===== src/design/cau_pkg.sv =====
// Shared widths, opcodes, pipeline word types and saturation helper for the complex ALU.
package cau_pkg;

    localparam int DW    = 32;            // part width
    localparam int FB    = 16;            // fraction bits
    localparam int PW    = 2 * DW;        // product width
    localparam int SW    = PW + 1;        // sum of two products
    localparam int RW    = PW + DW;       // divider remainder width
    localparam int NCELL = DW;            // one quotient bit per cell

    typedef enum logic [1:0] {
        OP_ADD = 2'd0,
        OP_SUB = 2'd1,
        OP_MUL = 2'd2,
        OP_DIV = 2'd3
    } t_op;

    // One divide lane: partial remainder, shifted divisor, quotient so far.
    typedef struct packed {
        logic [RW-1:0] rem;
        logic [RW-1:0] dsh;
        logic [DW-1:0] q;
        logic          neg;
        logic          big;
    } t_lane;

    // Results already final for add, subtract and multiply; divide status.
    typedef struct packed {
        logic          is_div;
        logic          dz;
        logic [DW-1:0] re;
        logic [DW-1:0] im;
        logic          ovf;
    } t_side;

    typedef struct packed {
        t_lane re_l;
        t_lane im_l;
        t_side side;
    } t_word;

    localparam logic signed [SW-1:0] SMAX = {{(SW-DW+1){1'b0}}, {(DW-1){1'b1}}};
    localparam logic signed [SW-1:0] SMIN = {{(SW-DW+1){1'b1}}, {(DW-1){1'b0}}};

    // Clamp a wide signed value to DW bits; top bit of the result flags clamping.
    function automatic logic [DW:0] sat_wide(input logic signed [SW-1:0] x);
        logic [DW:0] r;
        if (x > SMAX) begin
            r = {1'b1, SMAX[DW-1:0]};
        end else if (x < SMIN) begin
            r = {1'b1, SMIN[DW-1:0]};
        end else begin
            r = {1'b0, x[DW-1:0]};
        end
        return r;
    endfunction

endpackage


===== src/design/cau_div_cell.sv =====
// Divider cell: one restoring step per lane, one quotient bit per cell.
module cau_div_cell (
    input  logic           i_clk,
    input  logic           i_rst_n,
    input  logic           i_valid,
    output logic           o_ready,
    input  cau_pkg::t_word i_word,
    output logic           o_valid,
    input  logic           i_ready,
    output cau_pkg::t_word o_word
);
    import cau_pkg::*;

    logic  r_v;
    t_word r_word, n_word;

    function automatic t_lane step(input t_lane l);
        t_lane r;
        r = l;
        if (l.rem >= l.dsh) begin
            r.rem = l.rem - l.dsh;
            r.q   = {l.q[DW-2:0], 1'b1};
        end else begin
            r.q   = {l.q[DW-2:0], 1'b0};
        end
        r.dsh = l.dsh >> 1;
        return r;
    endfunction

    always_comb begin
        n_word      = i_word;
        n_word.re_l = step(i_word.re_l);
        n_word.im_l = step(i_word.im_l);
    end

    assign o_ready = !r_v || i_ready;
    assign o_valid = r_v;
    assign o_word  = r_word;

    always_ff @(posedge i_clk) begin
        if (!i_rst_n) begin
            r_v <= 1'b0;
        end else if (o_ready) begin
            r_v <= i_valid;
        end
        if (o_ready) r_word <= n_word;
    end

endmodule


===== config.mk =====
export PLATFORM = sky130hd
export DESIGN_NAME = cau_div_cell
export DESIGN_NICKNAME = d
export VERILOG_FILES = /design/src/design/cau_pkg.sv /design/src/design/cau_div_cell.sv
export SDC_FILE = /design/constraint.sdc
export NUM_CORES = 1
export LEC_CHECK = 0
export ABC_AREA = 1
export BUFFER_PORTS_ARGS = -buffer_cell sky130_fd_sc_hd__buf_4
export CORE_AREA = 2 2 402 404
export CTS_CLUSTER_DIAMETER = 30
export DETAILED_ROUTE_END_ITERATION = 10
export DIE_AREA = 0 0 404 406
export SLEW_MARGIN = 40
export SYNTH_ARGS = -nofsm -noshare
export SYNTH_HDL_FRONTEND = slang
export SYNTH_SLANG_ARGS = --single-unit

===== constraint.sdc =====
create_clock -name i_clk -period 42.7 [get_ports i_clk]
set_clock_uncertainty 0.1 [all_clocks]
set_input_delay 6.405 -clock i_clk [delete_from_list [all_inputs] [get_ports i_clk]]
set_output_delay 6.405 -clock i_clk [all_outputs]
set_load 0.005 [all_outputs]

# [Word level (Yosys, flattened, before mapping)]
# Index checks and enable logic that the tools add are counted.
[word_totals] inputBits=523 regBits=518 wordCells=26 out_inout_bits=521
[classes] n_reduce_logical=2 n_addsub=2 mux=4 magnitude_cmp=2
[ops] cell="$ge 96x96->1" n=2
[ops] cell="$mux 96" n=2
[ops] cell="$sub 96x96->96" n=2
[ops] cell="$mux 1" n=2
[ops] cell="$logic_not 1->1" n=1
[ops] cell="$logic_or 1x1->1" n=1

# [Depth between registers and ports, before layout]
# Gate-level depths: netlist (run 1).
[depth] ltp_word=2 ltp_mapped=18 ltp_nobuf=17

# [Worst setup path after synthesis (run 1)]
# No wires, ideal clock.
[synth_timing] path_kind="input-to-output" start="input i_ready" end="output o_ready" n_path_buf=0 path_stages=2 arrival_time_ns=17.336 t_required_ns=36.195 path_slack_ns=18.859 path_cell_list="inv_1 nand2_1"
[synth_via] elab_chain_cells=1
[synth_rtl] item="start: declaration" line="cau_div_cell.sv:9" source="input logic i_ready,"
[synth_rtl] item="$logic_or 1x1->1" line="cau_div_cell.sv:36" source="assign o_ready = !r_v || i_ready;"
[synth_rtl] item="end: declaration" line="cau_div_cell.sv:6" source="output logic o_ready,"
# No other way between the ends.

# [Final worst setup path (run 1)]
# Ends and elaborated chain as after synthesis.

==> results of run 1 <==
[area by class of cell]
type / instances / area share (%)
multi-input cells: 3708 / 32.05
flip-flops and latches: 518 / 28.61
repair buffers: 1057 / 14.65
inverters: 1498 / 10.35
clock buffers: 155 / 6.748
well taps: 2086 / 4.804
clock inverters: 111 / 2.762
diodes: 4 / 0.01843
[layout by cell type (no fill, tap or decap), types with 3 or more instances in the layout]
| cell type | synthesis | routed |
|---|---|---|
| nor3_1 | 26 | 26 |
| inv_16 | 0 | 3 |
| buf_4 | 11 | 1053 |
| nor2_1 | 414 | 414 |
| nand4_1 | 147 | 147 |
| inv_2 | 25 | 25 |
| buf_6 | 24 | 3 |
| edfxtp_1 | 517 | 517 |
| clkinv_4 | 0 | 6 |
| clkbuf_1 | 7 | 10 |
| a21boi_0 | 3 | 3 |
| bufinv_16 | 0 | 26 |
| inv_6 | 0 | 6 |
| clkinv_8 | 0 | 3 |
| ha_1 | 192 | 192 |
| nand2_1 | 2280 | 2279 |
| nand2_2 | 3 | 3 |
| xor2_1 | 108 | 108 |
| nor2_4 | 5 | 5 |
| and2_1 | 14 | 14 |
| nor2_2 | 27 | 27 |
| o21ai_0 | 5 | 5 |
| nand3_1 | 259 | 259 |
| clkbuf_16 | 0 | 145 |
| clkinvlp_4 | 0 | 18 |
| a21oi_1 | 111 | 111 |
| inv_1 | 1467 | 1467 |
| o21ai_1 | 98 | 98 |
| clkinv_1 | 6 | 26 |
| clkinv_2 | 0 | 23 |
| clkinv_16 | 0 | 6 |
| diode_2 | 0 | 4 |
[metrics by stage]
| step | area [um^2] | cells | worst slack, ns |
|---|---|---|---|
| global placement | 49140 | 8867 | 29.10 |
| CTS | 54310 | 9133 | 29.11 |
| floorplan | 39070 | 5792 | 18.86 |
| finish | 54320 | 9137 | 29.14 |
| detailed placement | 49140 | 8867 | 29.11 |
| global route | 54320 | 9134 | 29.12 |
[cell families after synthesis]
family / Yosys count / share of synthesized area (%)
XOR/XNOR: 110 / 2.466
flip-flops: 518 / 39.80
adder cells (fa/ha/maj): 194 / 6.253
AO/OA/AOI/OAI: 220 / 2.864
AND/OR/NAND/NOR: 3182 / 32.93
buffers and inverters: 1566 / 15.68
other: 1 / 0.009600
[power by group through the flow]
stage | clock network, mW | registers, mW | logic, mW
6_report | 1.14 | 0.653 | 0.526
3_3_place_gp | 0 | 0.660 | 0.524
2_1_floorplan | 0 | 0.673 | 0.244
4_1_cts | 1.17 | 0.654 | 0.527
3_5_place_dp | 0 | 0.661 | 0.525
5_1_grt | 1.19 | 0.658 | 0.572
[synth_stat cells, types with 2 or more instances]
library cell	number	area share, %
nand4_2	2	0.064
o21ai_1	98	1.3
and2_1	14	0.22
buf_4	11	0.21
nor3_1	26	0.33
a21boi_0	3	0.058
nor2_2	27	0.43
buf_1	6	0.058
fa_1	2	0.10
buf_2	20	0.26
nand3_1	259	3.3
nor2_4	5	0.14
nand2_1	2280	22
clkbuf_1	7	0.067
buf_6	24	0.69
nand2_2	3	0.048
a21oi_2	2	0.045
inv_1	1467	14
ha_1	192	6.2
o21ai_0	5	0.064
edfxtp_1	517	40
nand4_1	147	2.4
xnor2_1	2	0.045
clkinv_1	6	0.058
xor2_1	108	2.4
nor2_1	414	4.0
a21oi_1	111	1.4
inv_2	25	0.24
[layer usage]
metal  track usage, %  up-vias
met5                0        -
met4            7.227       16
met3            5.368      266
met2            40.09     1565
met1            28.31    18660
li1                 -    19860
[flip-flops by register name (all words and copies together) (netlist names)]
register	flops
o_valid	1
o_word	517
[final timing paths]
path / from / end / slack, ns
max reg2reg: o_valid$_SDFFE_PN0P_ / o_word[421]$_DFFE_PP_ / 38.80
min reg2reg: o_valid$_SDFFE_PN0P_ / o_word[91]$_DFFE_PP_ / 0.69
min: o_valid$_SDFFE_PN0P_ / o_word[91]$_DFFE_PP_ / 0.69
max: i_ready / o_ready / 29.14
==> summary.md, run 1 <==
| Metric | Value |
|---|---|
| Outcome | complete, no violations |
| Clk sinks | 518 |
| Post-Syn Area per Cell | 6.745 um^2 |
| Layout cells sized above 1 | 19.28% |
| GRT Util Overall | 23.15% |
| Port Buffer Count | 1039 |
| YS warnings | 0 |
| Fin. Hold Viols | 0 |
| Final wirelength | 196.3 mm |
| WL per Instance | 21.48 um |
| Unrepaired setup endpoints after global routing | no |
| Worst-path clk slew | 0.04 ns |
| Period minus WS final | 13.56 ns |
| Max layer used | met5 |
| Worst Setup Start Kind | input pin |
| Stages on worst setup path | 4 |
| WHS | 0.6869 ns |
| Pre-Repair DR Iteration Count | 6 |
| WP buf/inv | 3 |
| Final Max Tran Viols | 0 |
| Global-route wire length before repair | 271.2 mm |
| H-tree depth | 4 |
| Vias | 40370 |
| Die area | 164000 um^2 |
| Leak Pwr | 29.87 nW |
| Maximum fanout along the worst path | 4 |
| NetSw | 717.7 uW |
| Longest Clk Path Bufs | 3 |
| CP cell instances | buf_4 > inv_1 > nand2_4 > buf_4 |
| Vias in the first global route | 39130 |
| Total grt overflow | 0 |
| Initial antenna violation count | 20 |
| Asr flop ratio synth | 0% |
| CP Class | in2out |
| Setup_tns | 0 ns |
| Syn Inst Count | 5791 |
| Worst skew pair latency | 0.78 ns |
| Mapped cell area | 39060 um^2 |
| # nets final | 7645 |
| Multi-input logic area | 17410 um^2 |
| Synth-to-Final Area Change | 39.08% |
| Internal Power | 1.606 mW |
| TritonCTS Buffers | 145 |
| Largest stage delay on the critical path | 0.25 ns |
| Synth cell types | 36 |
| Worst slew pin tran | 0.8636 ns |
| Largest net degree at the start of global routing | 145 |
| Pwr dens | 42.77 nW/um^2 |
| Boundary pin count | 1044 |
| Post-cts repair resize count | 0 |
| Max-Cap Viols | 0 |
| Worst R2R Path Depth | 5 |
| Crit path max-delay family | buffers and inverters |
| DR iter-0 viols | 3122 |
| Comb pwr share | 22.7% |
| Crit. End Element | primary output |
| Max IR drop VDD | 0.00003921 V |
| Sequential area share after synthesis | 39.80% |
| Final HPWL DP | 168.7 mm |
| Post-CTS Setup Inserts | 0 |
| Gp weighted congestion | 0.9998 |
| FP Rows | 147 |
| EDFF count, synth | 517 |
| Final routed DRC violation total | 0 |
| Yosys reg bits | 518 |
| Crit path DAT | 7.05 ns |
| Primary FF master, synth | edfxtp_1 |
| Routed wl met3 | 14.19 mm |
| Initial core utilization | 24.47% |
| Slew margin rel. | 42.43% |
| Register area | 15540 um^2 |
| Vias per Instance | 4.418 |
| CTS tree | built |
| Final Util | 34.03% |
| CTS root buffer | clkbuf_16 |
| Final setup violation count | 0 |
| Sequential group share of total power | 28.1% |
| Slowest stage cell, crit path | buf_4 |
| CP Data Required Time | 36.20 ns |
| Total power | 2.324 mW |
| Core area | 159600 um^2 |
| Clock group share of total power | 49.2% |
| WL met1 | 81.51 mm |
| Hold depth | 1 |
| CP most frequent cell | buf_4 |
| Worst hold path class | reg2reg |
| Fin crit share | 31.76% |
| Fillers | 17310 |
| Sw Share | 30.89% |
| Post-DRT Antenna Nets | 0 |
| Fmax | 73.75 MHz |
| Post-CTS Hold Buffers | 0 |
| Die width | 404 um |
| Die H | 406 um |
| DR WL met2 | 94.97 mm |
(Power assumes the default switching activity.)
==> run 2: changes to the inputs <==
Settings changed: CORE_AREA 2 2 402 404 to 2 2 406 408, DIE_AREA 0 0 404 406 to 0 0 408 410.
Clock period 42.7 ns to 11.2 ns, I/O delays scaled along.
==> run 2 against run 1 <==
Compared with the run above:
- hold slack gained 0.10 ns
- global-route usage shrank 0.78 points
- largest cell class unchanged
- non-clock buffer count is the same
- register-to-register slack lost 30 ns
- highest routed layer unchanged
- sequential power grew to 3.8 times the previous value
- setup slack lost 23 ns
- sequential cell count is the same
==> summary.md, run 2 (synthesis results as in run 1) <==
| Metric | Value |
|---|---|
| Pre-Repair DR Iteration Count | 6 |
| Crit path DAT | 5.71 ns |
| Comb pwr share | 23.6% |
| Final Util | 33.11% |
| Longest Clk Path Bufs | 3 |
| CP most frequent cell | nand2_1 |
| Register area | 15540 um^2 |
| TritonCTS Buffers | 139 |
| Pwr dens | 157.5 nW/um^2 |
| WP buf/inv | 5 |
| Max reg flops | 517 |
| Largest stage delay on the critical path | 0.54 ns |
| Largest net degree at the start of global routing | 145 |
| Unrepaired setup endpoints after global routing | no |
| Placed cell count | 8969 |
| Post-CTS Setup Inserts | 0 |
| Outcome | complete, no violations |
| Setup_tns | 0 ns |
| Worst hold path class | reg2reg |
| Global-route wire length before repair | 269.8 mm |
| Internal Power | 5.854 mW |
| Die width | 408 um |
| Period minus WS final | 5.312 ns |
| Vias per Instance | 4.377 |
| Fmax | 188.2 MHz |
| Die H | 410 um |
| Die area | 167300 um^2 |
| CTS root buffer | clkbuf_16 |
| Worst skew pair latency | 0.75 ns |
| Post-DRT Antenna Nets | 0 |
| Final worst slack | 5.888 ns |
| Fin cells | 9239 |
| Fin. Hold Viols | 0 |
| Final routed DRC violation total | 0 |
| NetSw | 2.675 mW |
| Port Buffer Count | 1039 |
| Sw Share | 31.37% |
| Sequential group share of total power | 29.2% |
| CP Data Required Time | 11.60 ns |
| Fillers | 17600 |
| Slew margin rel. | 38.41% |
| Final HPWL DP | 166.8 mm |
| CTS tree | built |
| Final setup violation count | 0 |
| Pre-CTS WS | 4.984 ns |
| GRT Util Overall | 22.36% |
| Post-CTS Hold Buffers | 0 |
| CP cell instances | buf_4 > ha_1 > fa_1 > inv_1 > nand2_1 > nand2_1 > nand3_1 > nand2_1 > nand2_1 > nand2_1 > nand2_1 > nand2_1 > nand2_1 > buf_4 > nand4_4 > buf_6 > buf_6 > nand2_1 > o21ai_1 |
| Initial antenna violation count | 25 |
| Worst-path clk slew | 0.04 ns |
| Crit. End Element | flop |
| Leading cell type in the layout, fill and taps excluded | nand2_1 |
| Fin crit share | 47.43% |
| Gp weighted congestion | 1.035 |
| Leak Pwr | 29.73 nW |
| Vias | 40440 |
| Crit path max-delay family | buffers and inverters |
| CP Class | in2reg |
| Initial core utilization | 23.89% |
| Max-Cap Viols | 0 |
| Multi-input logic area | 17420 um^2 |
| WL per Instance | 20.98 um |
| H-tree depth | 4 |
| Max IR drop VDD | 0.0001490 V |
| Slowest stage cell, crit path | buf_6 |
| FP Rows | 149 |
| Vias in the first global route | 38670 |
| DR iter-0 viols | 3154 |
| Post-cts repair resize count | 0 |
| Total grt overflow | 0 |
| Final Max Tran Viols | 0 |
| Worst slew pin tran | 0.9239 ns |
| Commonest cells after routing, fill and taps aside | 2279 x nand2_1, 1467 x inv_1, 1050 x buf_4 |
| Total power | 8.529 mW |
| Layout cells sized above 1 | 19.22% |
| Clk sinks | 518 |
| Final wirelength | 193.8 mm |
| Worst Setup Start Kind | input pin |
| Clock group share of total power | 47.2% |
| Boundary pin count | 1044 |
| Synth-to-Final Area Change | 38.60% |
| # nets final | 7639 |
| Core area | 163500 um^2 |
| Maximum fanout along the worst path | 77 |
-- run 2: layout make-up --
cell class	instances	area share [%]
multi-input combinational	3708	32.18
sequential	518	28.71
timing repair buffer	1057	14.77
inverter	1498	10.39
clock buffer	152	6.554
tap	2189	5.059
clock inverter	102	2.267
antenna	15	0.06933
-- run 2: metrics by stage --
stage | hold slack [ns] | cell area (um^2)
floorplan | 1.679 | 39070
global placement | 0.7812 | 49280
detailed placement | 0.8213 | 49290
CTS | 0.8143 | 54070
global route | 0.8315 | 54120
finish | 0.7904 | 54140
-- run 2: worst register-to-register path, delay by kind of cell (launching register included) --
family | cells | cell delay [ns]
buf+inv | 3 | 1.55
flops | 1 | 0.36
simple gates | 1 | 0.32
-- run 2: power by group through the flow --
stage	logic, mW	clock network, mW	registers [mW]
floorplan	0.930	0	2.54
global placement	2.00	0	2.52
detailed placement	2.00	0	2.52
CTS	2.01	4.11	2.49
global route	2.18	4.21	2.51
finish	2.01	4.03	2.49
-- run 2: path summary, 6_finish.rpt --
path	from	end	slack [ns]	cells past startpoint
worst max-delay path	i_word[101]	o_word[198]$_DFFE_PP_	5.89	19
worst min register to register	o_valid$_SDFFE_PN0P_	o_valid$_SDFFE_PN0P_	0.79	2
worst max register to register	o_valid$_SDFFE_PN0P_	o_word[268]$_DFFE_PP_	8.33	4
worst min-delay path	o_valid$_SDFFE_PN0P_	o_valid$_SDFFE_PN0P_	0.79	2
-- run 2: routing by layer --
metal / vias to the layer above / GRT usage, % / share of wire (%)
met4: 10 / 8.761 / 3.7
met1: 18640 / 27.28 / 41
li1: 19850 / - / -
met5: - / 0 / 0.034
met3: 290 / 5.054 / 7.4
met2: 1645 / 38.09 / 47
