==> config.mk <==
export PLATFORM = sky130hd
export DESIGN_NAME = cau_out
export DESIGN_NICKNAME = d
export VERILOG_FILES = /design/src/design/cau_pkg.sv /design/src/design/cau_out.sv
export SDC_FILE = /design/constraint.sdc
export NUM_CORES = 1
export LEC_CHECK = 0
export BUFFER_PORTS_ARGS = -buffer_cell sky130_fd_sc_hd__buf_2
export CAP_MARGIN = 5
export CORE_AREA = 3 3 229 231
export DETAILED_ROUTE_END_ITERATION = 8
export DIE_AREA = 0 0 232 234
export GPL_TIMING_DRIVEN = 0
export HOLD_SLACK_MARGIN = 0.1
export PLACE_DENSITY = 0.33
export SLEW_MARGIN = 25
export SYNTH_ARGS = -nofsm -noshare
export SYNTH_HDL_FRONTEND = slang
export SYNTH_SLANG_ARGS = --single-unit
export TNS_END_PERCENT = 1
==> constraint.sdc <==
create_clock -name i_clk -period 7.8 [get_ports i_clk]
set_clock_uncertainty 0.15 [all_clocks]
set_input_delay 0.78 -clock i_clk [delete_from_list [all_inputs] [get_ports i_clk]]
set_output_delay 0.78 -clock i_clk [all_outputs]
set_load 0.01 [all_outputs]
==> src/design/cau_pkg.sv <==
// Shared widths, opcodes, pipeline word types and saturation helper for the complex ALU.
package cau_pkg;

    localparam int DW    = 32;            // part width
    localparam int FB    = 16;            // fraction bits
    localparam int PW    = 2 * DW;        // product width
    localparam int SW    = PW + 1;        // sum of two products
    localparam int RW    = PW + DW;       // divider remainder width
    localparam int NCELL = DW;            // one quotient bit per cell

    typedef enum logic [1:0] {
        OP_ADD = 2'd0,
        OP_SUB = 2'd1,
        OP_MUL = 2'd2,
        OP_DIV = 2'd3
    } t_op;

    // One divide lane: partial remainder, shifted divisor, quotient so far.
    typedef struct packed {
        logic [RW-1:0] rem;
        logic [RW-1:0] dsh;
        logic [DW-1:0] q;
        logic          neg;
        logic          big;
    } t_lane;

    // Results already final for add, subtract and multiply; divide status.
    typedef struct packed {
        logic          is_div;
        logic          dz;
        logic [DW-1:0] re;
        logic [DW-1:0] im;
        logic          ovf;
    } t_side;

    typedef struct packed {
        t_lane re_l;
        t_lane im_l;
        t_side side;
    } t_word;

    localparam logic signed [SW-1:0] SMAX = {{(SW-DW+1){1'b0}}, {(DW-1){1'b1}}};
    localparam logic signed [SW-1:0] SMIN = {{(SW-DW+1){1'b1}}, {(DW-1){1'b0}}};

    // Clamp a wide signed value to DW bits; top bit of the result flags clamping.
    function automatic logic [DW:0] sat_wide(input logic signed [SW-1:0] x);
        logic [DW:0] r;
        if (x > SMAX) begin
            r = {1'b1, SMAX[DW-1:0]};
        end else if (x < SMIN) begin
            r = {1'b1, SMIN[DW-1:0]};
        end else begin
            r = {1'b0, x[DW-1:0]};
        end
        return r;
    endfunction

endpackage

==> src/design/cau_out.sv <==
// Output stage: divide sign and saturation, result register.
module cau_out (
    input  logic           i_clk,
    input  logic           i_rst_n,
    input  logic           i_valid,
    output logic           o_ready,
    input  cau_pkg::t_word i_word,
    output logic           o_valid,
    input  logic           i_stall,
    output logic [31:0]    o_re,
    output logic [31:0]    o_im,
    output logic           o_ovf,
    output logic           o_dz
);
    import cau_pkg::*;

    logic          r_v;
    logic [DW-1:0] r_re, r_im, n_re, n_im;
    logic          r_ovf, r_dz, n_ovf;

    // Quotient may reach 2^(DW-1) only when negative.
    function automatic logic [DW:0] finish(input t_lane l);
        logic          o;
        logic [DW-1:0] v;
        o = l.big || (l.q[DW-1] && (!l.neg || (l.q[DW-2:0] != '0)));
        if (o) begin
            v = l.neg ? {1'b1, {(DW-1){1'b0}}} : {1'b0, {(DW-1){1'b1}}};
        end else begin
            v = l.neg ? -l.q : l.q;
        end
        return {o, v};
    endfunction

    always_comb begin
        logic [DW:0] fr, fi;
        fr = finish(i_word.re_l);
        fi = finish(i_word.im_l);
        if (!i_word.side.is_div) begin
            n_re  = i_word.side.re;
            n_im  = i_word.side.im;
            n_ovf = i_word.side.ovf;
        end else if (i_word.side.dz) begin
            n_re  = '0;
            n_im  = '0;
            n_ovf = 1'b0;
        end else begin
            n_re  = fr[DW-1:0];
            n_im  = fi[DW-1:0];
            n_ovf = fr[DW] | fi[DW];
        end
    end

    assign o_ready = !r_v || !i_stall;
    assign o_valid = r_v;
    assign o_re    = r_re;
    assign o_im    = r_im;
    assign o_ovf   = r_ovf;
    assign o_dz    = r_dz;

    always_ff @(posedge i_clk) begin
        if (!i_rst_n) begin
            r_v <= 1'b0;
        end else if (o_ready) begin
            r_v <= i_valid;
        end
        if (o_ready) begin
            r_re  <= n_re;
            r_im  <= n_im;
            r_ovf <= n_ovf;
            r_dz  <= i_word.side.is_div & i_word.side.dz;
        end
    end

endmodule

Word level (Yosys, flattened, before mapping)
Cells that the tools add are included.
{"block": "totals", "ff_bits": 67, "input_bits": 523, "out_inout_bits": 68, "wordCells": 34}
{"block": "op_classes", "add_sub_neg": 2, "n_mux": 12, "bitwise_logic": 2, "reduce_logical": 13}
{"op": "32-bit two-way mux", "count": 10}
{"op": "32-bit negator", "count": 2}
{"op": "31-bit nonzero test", "count": 2}
{"op": "1-bit logical OR", "count": 5}
{"op": "1-bit logical NOT", "count": 4}
{"op": "1-bit logical AND", "count": 2}
{"op": "1-bit two-way mux", "count": 2}
{"op": "1-bit AND", "count": 1}
{"op": "1-bit OR", "count": 1}

Logic depth before layout (Yosys ltp)
Gate-level depths: netlist of run 1.
{"block": "logic_depth", "word_depth": 7, "depth_mapped": 9, "depth_no_buf": 8}

Worst setup path before layout of run 1
No wires, ideal clock.
{"block": "synth_timing", "path_kind": "input port to output port", "startpoint": "input i_stall", "endpoint": "output o_ready", "t_arrival_ns": 2.242, "required_ns": 6.870, "setup_slack_ns": 4.628, "cell_stages": 1, "path_buffers": 0, "cell_sequence": "nand2_1"}
{"block": "synth_between", "elab_chain_cells": 2}
{"item": "start, declared", "line_no": "cau_out.sv:9", "source": "input logic i_stall,"}
{"item": "1-bit logical NOT", "line_no": "cau_out.sv:53", "source": "assign o_ready = !r_v || !i_stall;"}
{"item": "1-bit logical OR", "line_no": "cau_out.sv:53"}
{"item": "end, declared", "line_no": "cau_out.sv:6", "source": "output logic o_ready,"}
Every way passes these cells.

Worst setup path in the final report of run 1
{"block": "layout_timing", "startpoint": "input i_word[296] (netlist name)", "endpoint": "register r_re[26], in the netlist o_re[26] (data pin)"}
{"block": "layout_between", "elab_chain_cells": 7, "elab_cells_between_ends": 9, "cone_classes": "1 x add/sub; 4 x mux; 4 x reduce/logical"}
{"item": "start, declared", "line_no": "cau_out.sv:7", "source": "input cau_pkg::t_word i_word,"}
{"item": "branches (longest 4 deep; another with 32-bit negator)"}
{"item": "32-bit two-way mux (*)", "line_no": "cau_out.sv:26", "source": "if (o) begin"}
{"item": "32-bit two-way mux (*)", "line_no": "cau_out.sv:42", "source": "end else if (i_word.side.dz) begin"}
{"item": "32-bit two-way mux (*)", "line_no": "cau_out.sv:38", "source": "if (!i_word.side.is_div) begin"}
{"item": "via n_re[26]", "line_no": "cau_out.sv:18", "source": "logic [DW-1:0] r_re, r_im, n_re, n_im;"}
{"item": "end signal, assigned", "line_no": "cau_out.sv:67", "source": "r_re <= n_re;"}
{"item": "end, declared", "line_no": "cau_out.sv:18"}
Mark *: on every way through the listed nets, which the timed path passes.
A chain may end at the register's enable or synchronous reset.

==> metrics, run 1 <==
Nets=around 1.2k; RSZ-0062 raised after global routing=false; Longest Clk Path Bufs=2; Hold Path Origin=o_valid; Worst path slowest cell=or4b_2; post-cts gate resize count=0; Syn Area/Cell=roughly 9.9 µm²; hpwl dp=between 20,000 and 25,000 µm; post-synthesis register bit count=67; maximum vdd ir drop=~0.083 mV; postcts setup bufs=0; Port Buf Inserts=about 200; layout cells sized above 1=between 30% and 40%; DRT antenna net count=0; I/O Pins=just under 600; commonest non-fill, non-tap cell in the layout=buf_2; Setup TNS=0 ns; DR vias/cell=approximately 3.4; worst slew pin tran=around 0.94 ns; clock slew at reported path FFs=roughly 0.060 ns; number of max-cap violations=0; total of warnings raised by yosys=0; r2r startpoint=o_valid; Placeable Area=50,300 µm²; number of flops mapped to enable cells by yosys=66; Area Overhead vs Synth=48.6%; root buffer cell=clkbuf_16; status=finished, final reports clean; critical path endpoint category=flip-flop; synth unique cells=between 50 and 60; Final period util=47.0%; Die H=between 200 and 250 µm; cell family contributing the most delay on the critical path=simple AND/OR/NAND/NOR gates; wire per inst=around 19 µm; CP max stage delay=about 0.66 ns; drt drc=0; Hold/Removal Path Class=reg -> reg; H-tree levels=3; fin. max-slew vios=0; cts hold-fix bufs=0; worst path cell trace=buf_2 > inv_1 > ha_1 > or4b_2 > nand4b_4 > nor3_4 > a31oi_2 > clkbuf_1 > nor2_1 > o2bb2ai_1; Starting Density=under 10%; total gr overflow=0; Buf/Inv on CP=3; Worst setup SP type=input pin; # fillers=around 5.8k; crit path from=i_word[296]; Async S/R FF share, synth=0%; Placed Area=roughly 6400 µm²; Sequential Area=2000 µm²; Tot GR Track Use=under 10%; drt total wl=between 20,000 and 30,000 µm; Die Area=54,300 µm²; pin count of the biggest net entering global routing=40; DRT iter0 DRCs=roughly 240; vias in the first global route=just under 5k; Lkg Pwr=about 2.6 nW; Syn Std Cell Area=around 4500 µm²; GPL Wtd Cong=0.769; Fmax=273 MHz; CP Class=in -> reg; CP required=slightly below 8 ns; Placement Rows=approximately 80; Tmin final=around 3.7 ns; Die X=around 230 µm; endpoints failing hold=0; first-pass GRT wire length=35,700 µm; footprint of the multi-input gates=between 2000 and 2500 µm²; Syn Nets=approximately 980; CTS tree=done; endpoints failing setup=0; most frequent cells in the layout=buf_2, edfxtp_1, nor2_1, o2bb2ai_1, xnor2_1; number of CTS-inserted buffers=9; power density cells=between 150 and 200 nW/µm²; Mapped Cells=458; DR pass1 iterations=4; clock latency on the worst-skew pair=around 0.37 ns; TritonCTS Sinks=67; crit path max fanout=10; CP arrival=~3.6 ns; post-route cell area=slightly below 7000 µm²; Seq/Total Area, Yosys=between 40% and 50%; relative slew slack=between 30% and 40%; Via Count=approximately 4.6k; top_reg_cell synth=edfxtp_1; initial antenna violation count=8
==> final cells by class <==
type,instances,share of cell area [%]
antenna,2,0.0743
buffer,30,1.86
clock buffer,10,3.40
clock inverter,6,0.966
inverter,18,1.00
multi-input combinational,343,34.9
sequential,67,29.7
tap,672,12.5
timing repair buffer,205,15.6
==> cell families (layout without fill, tap and decap cells) <==
group	Yosys count	in the layout	share of synthesized area (%)
muxes	1	1	0.221
and+or+nand+nor	156	156	17.9
xor gates and xnor gates	52	52	10.0
DFF	67	67	44.2
AOI/OAI and AO/OA	132	132	22.8
buffers and inverters	48	269	4.25
other	0	2	0
adders and majority gates	2	2	0.552
==> state kept, by name, indices dropped and copies added, names as in the netlist <==
register	count
o_re	32
o_valid	1
o_ovf	1
o_dz	1
o_im	32
==> layer usage <==
layer | track usage [%] | vias up | share of wire [%] | routed length, µm
met5 | 0 | - | 0.22 | 56
met4 | 1.90 | 10 | 0.86 | 216
met3 | 4.24 | 22 | 9.2 | 2310
met2 | 16.1 | 155 | 50 | 12500
met1 | 10.6 | 2230 | 40 | 10100
li1 | - | 2197 | - | -
==> final timing paths <==
path | to | slack, ns | depth (start not counted)
hold reg to reg | o_valid | 0.46 | 2
setup reg to reg | o_im[23] | 6.24 | 2
setup / recovery | o_re[26] | 4.14 | 10
hold / removal | o_valid | 0.46 | 2
==> stage by stage <==
step                      worst slack (ns)  util [%]  cells  hold WS [ns]  total power [mW]
after floorplan                       4.63         -    458         0.396             0.567
after global placement                3.01      12.7   1334         0.450             0.716
after detailed placement              3.67      12.8   1335         0.482             0.715
after CTS                             4.08      13.4   1351         0.493              1.17
after global routing                  3.91      13.4   1352         0.503              1.20
final                                 4.14      13.4   1353         0.461              1.13
==> cell usage after synthesis, drive strengths merged, types with 2 or more instances <==
cell type	number	share of area, %
edfxtp	66	44
nor2	56	4.6
o2bb2ai	41	7.9
xnor2	36	7.0
nand2	23	1.9
clkbuf	22	1.8
inv	18	1.5
nor3	18	2.2
o31ai	16	2.7
xor2	16	3.1
o21ai	14	1.5
nor4	12	1.7
or3	11	1.7
a211oi	10	1.7
o41ai	10	2.1
a21o	8	1.3
a21oi	8	0.88
buf	8	0.94
nand3	8	0.88
o221ai	6	1.2
or4	6	1.1
a21boi	4	0.66
nand2b	4	0.55
and3	3	0.41
nand4	3	0.41
nand4b	3	0.91
o22ai	3	0.41
o32ai	3	0.75
a221o	2	0.44
and2	2	0.28
ha	2	0.55
or2	2	0.28
==> power breakdown <==
part	internal [mW]	total [mW]	switching (mW)
Combinational	0.0966	0.250	0.154
Clock	0.248	0.432	0.184
Sequential	0.438	0.449	0.0107
==> tightest hold or removal path, cell delays in order (launching register included) <==
cell and delay (ns):
dfxtp_1 0.37, a21oi_1 0.14, nor2b_1 0.06
Note: power is estimated with default switching activity, not from simulation.
==> run 2, diff against run 1 <==
- CORE_AREA: 3 3 229 231 -> 3 3 226 228
- DIE_AREA: 0 0 232 234 -> 0 0 229 231
- PLACE_DENSITY: 0.33 -> 0.34
- clock period: 7.8 -> 3.4 ns (I/O delays scaled with it)
==> run 2 against run 1 <==
  * Utilization up 0.99 points
  * Final area up 4.8%
  * Global-route usage up 0.34 points
  * Setup slack worse by 3.9 ns
  * First-iteration DRC count up 0.41%
  * Count of clock-buffer cells in the layout up 1
  * Routed wire length up 1.7%
  * Critical endpoint is now o_re[12]
  * Highest routed layer unchanged
==> metrics, run 2 (same netlist as run 1, synthesis figures left out) <==
total gr overflow=0 (unchanged); worst path cell trace=buf_2 > inv_1 > ha_1 > or4b_2 > nand4b_4 > nor3_4 > a31oi_2 > clkbuf_1 > nor2_1 > o2bb2ai_1; Area Overhead vs Synth=55.7%; postcts setup bufs=0 (unchanged); Worst setup SP type=input pin; worst hold path stage count=2 (unchanged); r2r startpoint=o_valid; CP arrival=3.14 ns (-0.49 ns); DR vias/cell=3.50 (+2.8%); pin count of the biggest net entering global routing=39 (-2.5%); drt total wl=25,600 µm (+1.7%); power density cells=380 nW/µm² (+130%); CP required=3.33 ns (-4.43 ns); DRT antenna net count=0 (unchanged); Clk network pwr share=39.1% (+0.9 points); most frequent cells in the layout=buf_2, edfxtp_1, nor2_1, o2bb2ai_1, xnor2_1; RSZ-0062 raised after global routing=false; DR pass1 iterations=4 (unchanged); final hold slack=0.124 ns (-0.337 ns); RR Endpoint=o_re[19]; clock slew at reported path FFs=0.06 ns (about the same); relative slew slack=39.0% (+2.0 points); wire per inst=18.6 µm (+0.12%); TritonCTS Sinks=67 (unchanged); number of CTS-inserted buffers=9 (unchanged); Seq pwr share=38.6% (-1.1 points); status=finished, final reports clean; first-pass GRT wire length=36,500 µm (+2.5%); layout cells sized above 1=33.3% (-1.6 points); H-tree levels=3 (unchanged); cell family contributing the most delay on the critical path=simple AND/OR/NAND/NOR gates; Nets=1,231 (+2.7%); CP Class=in -> reg; GPL Wtd Cong=0.825 (+7.3%); CTS tree=done; Fmax=312 MHz; number of max-cap violations=0 (unchanged); Starting Density=9.24% (+0.22 points); commonest non-fill, non-tap cell in the layout=buf_2; Buf/Inv on CP=3 (unchanged); drt drc=0 (unchanged); initial antenna violation count=10 (+2); cts hold-fix bufs=32 (+32); Tot GR Track Use=9.67% (+0.34 points); worst slew pin tran=0.906 ns (-0.0292 ns); Longest Clk Path Bufs=2 (unchanged); Placement Rows=81 (-1.2%); Tmin final=3.21 ns; Die Area=52,900 µm² (-2.6%); antenna fix cells=0 (-2); Hold Path Origin=i_word[0]; Sw Pwr=792 µW (+130%); Worst Setup Slack, final=0.191 ns (-3.95 ns); Sw Share=29.5% (-1.3 points); maximum vdd ir drop=0.235 mV (+180%); post-cts gate resize count=0 (unchanged); hpwl dp=21,100 µm (about the same); DRT iter0 DRCs=242 (+0.41%); Port Buf Inserts=204 (unchanged); Worst path slowest cell=or4b_2; Die H=231 µm (-1.3%); endpoints failing hold=0 (unchanged); Place WS=-0.182 ns (-3.85 ns); CP max stage delay=0.66 ns (about the same); Hold/Removal Path Class=in -> reg; Placeable Area=49,100 µm² (-2.4%); Final period util=between 90% and 100%; fin. max-slew vios=0 (unchanged); Die X=229 µm (-1.3%); clock latency on the worst-skew pair=0.37 ns (about the same); r2r setup slk=1.84 ns (-4.40 ns); final std cells w/o fill=1,375 (+1.6%); root buffer cell=clkbuf_16; Worst Hold Endpoint=o_ovf; endpoints failing setup=0 (unchanged); Inst Count DP=1,327 (-0.60%); R2R cell count=2 (unchanged); Via Count=4,818 (+4.4%); internal power=1.89 mW (+140%); crit path max fanout=10 (unchanged); I/O Pins=591 (unchanged); combinational share of power=22.3% (+0.2 points); critical path endpoint category=flip-flop; vias in the first global route=4,936 (-0.22%); Lkg Pwr=2.74 nW (+5.9%)
[run 2: changes by cell type in the layout (fill, tap and decap cells not counted)]
cell / before / now
clkinvlp_4: 3 / 1
bufinv_16: 1 / 2
clkinv_2: 0 / 2
dlygate4sd3_1: 0 / 32
clkinv_1: 1 / 0
inv_6: 1 / 0
clkbuf_1: 23 / 24
diode_2: 2 / 0
[run 2: worst max path at each step]
stage,from,to,cells past startpoint
2_1_floorplan,i_word[296],o_re[10],9
3_3_place_gp,i_stall,o_ready,3
3_5_place_dp,i_word[296],o_re[26],10
4_1_cts,i_word[296],o_re[26],10
5_1_grt,i_word[296],o_re[14],10
6_report,i_word[296],o_re[12],10
[run 2: power by group through the flow]
stage                     Clock [mW]  Sequential, mW  Combinational, mW
final                           1.05            1.04              0.600
after global routing            1.13            1.05              0.662
after CTS                       1.10            1.04              0.620
after detailed placement           0            1.05              0.587
after global placement             0            1.06              0.587
after floorplan                    0            1.09              0.208
[run 2: metrics by stage]
stage               setup TNS [ns]  instance area [µm²]  power [mW]  utilization (%)
floorplan                        0                 4530        1.30                -
finish                           0                 7060        2.68             14.4
global route                     0                 7060        2.84             14.4
global placement            -31.39                 6380        1.64             13.0
CTS                              0                 7060        2.76             14.4
detailed placement           -2.56                 6420        1.64             13.1
[run 2: final cells by class]
type,instances,area [µm²]
inverter,18,67.6
clock buffer,11,233
clock inverter,5,77.6
buffer,30,125
fill,5692,42000
tap,664,831
sequential,67,2000
multi-input combinational,343,2350
timing repair buffer,237,1370
[run 2: layer usage]
layer  vias to the layer above  wire (µm)  global-route usage (%)
met5                         -         94                       0
met4                        18        358                    2.25
met3                        40       2410                    4.42
met2                       188      12600                    16.7
met1                      2311      10200                    10.9
li1                       2261          -                       -
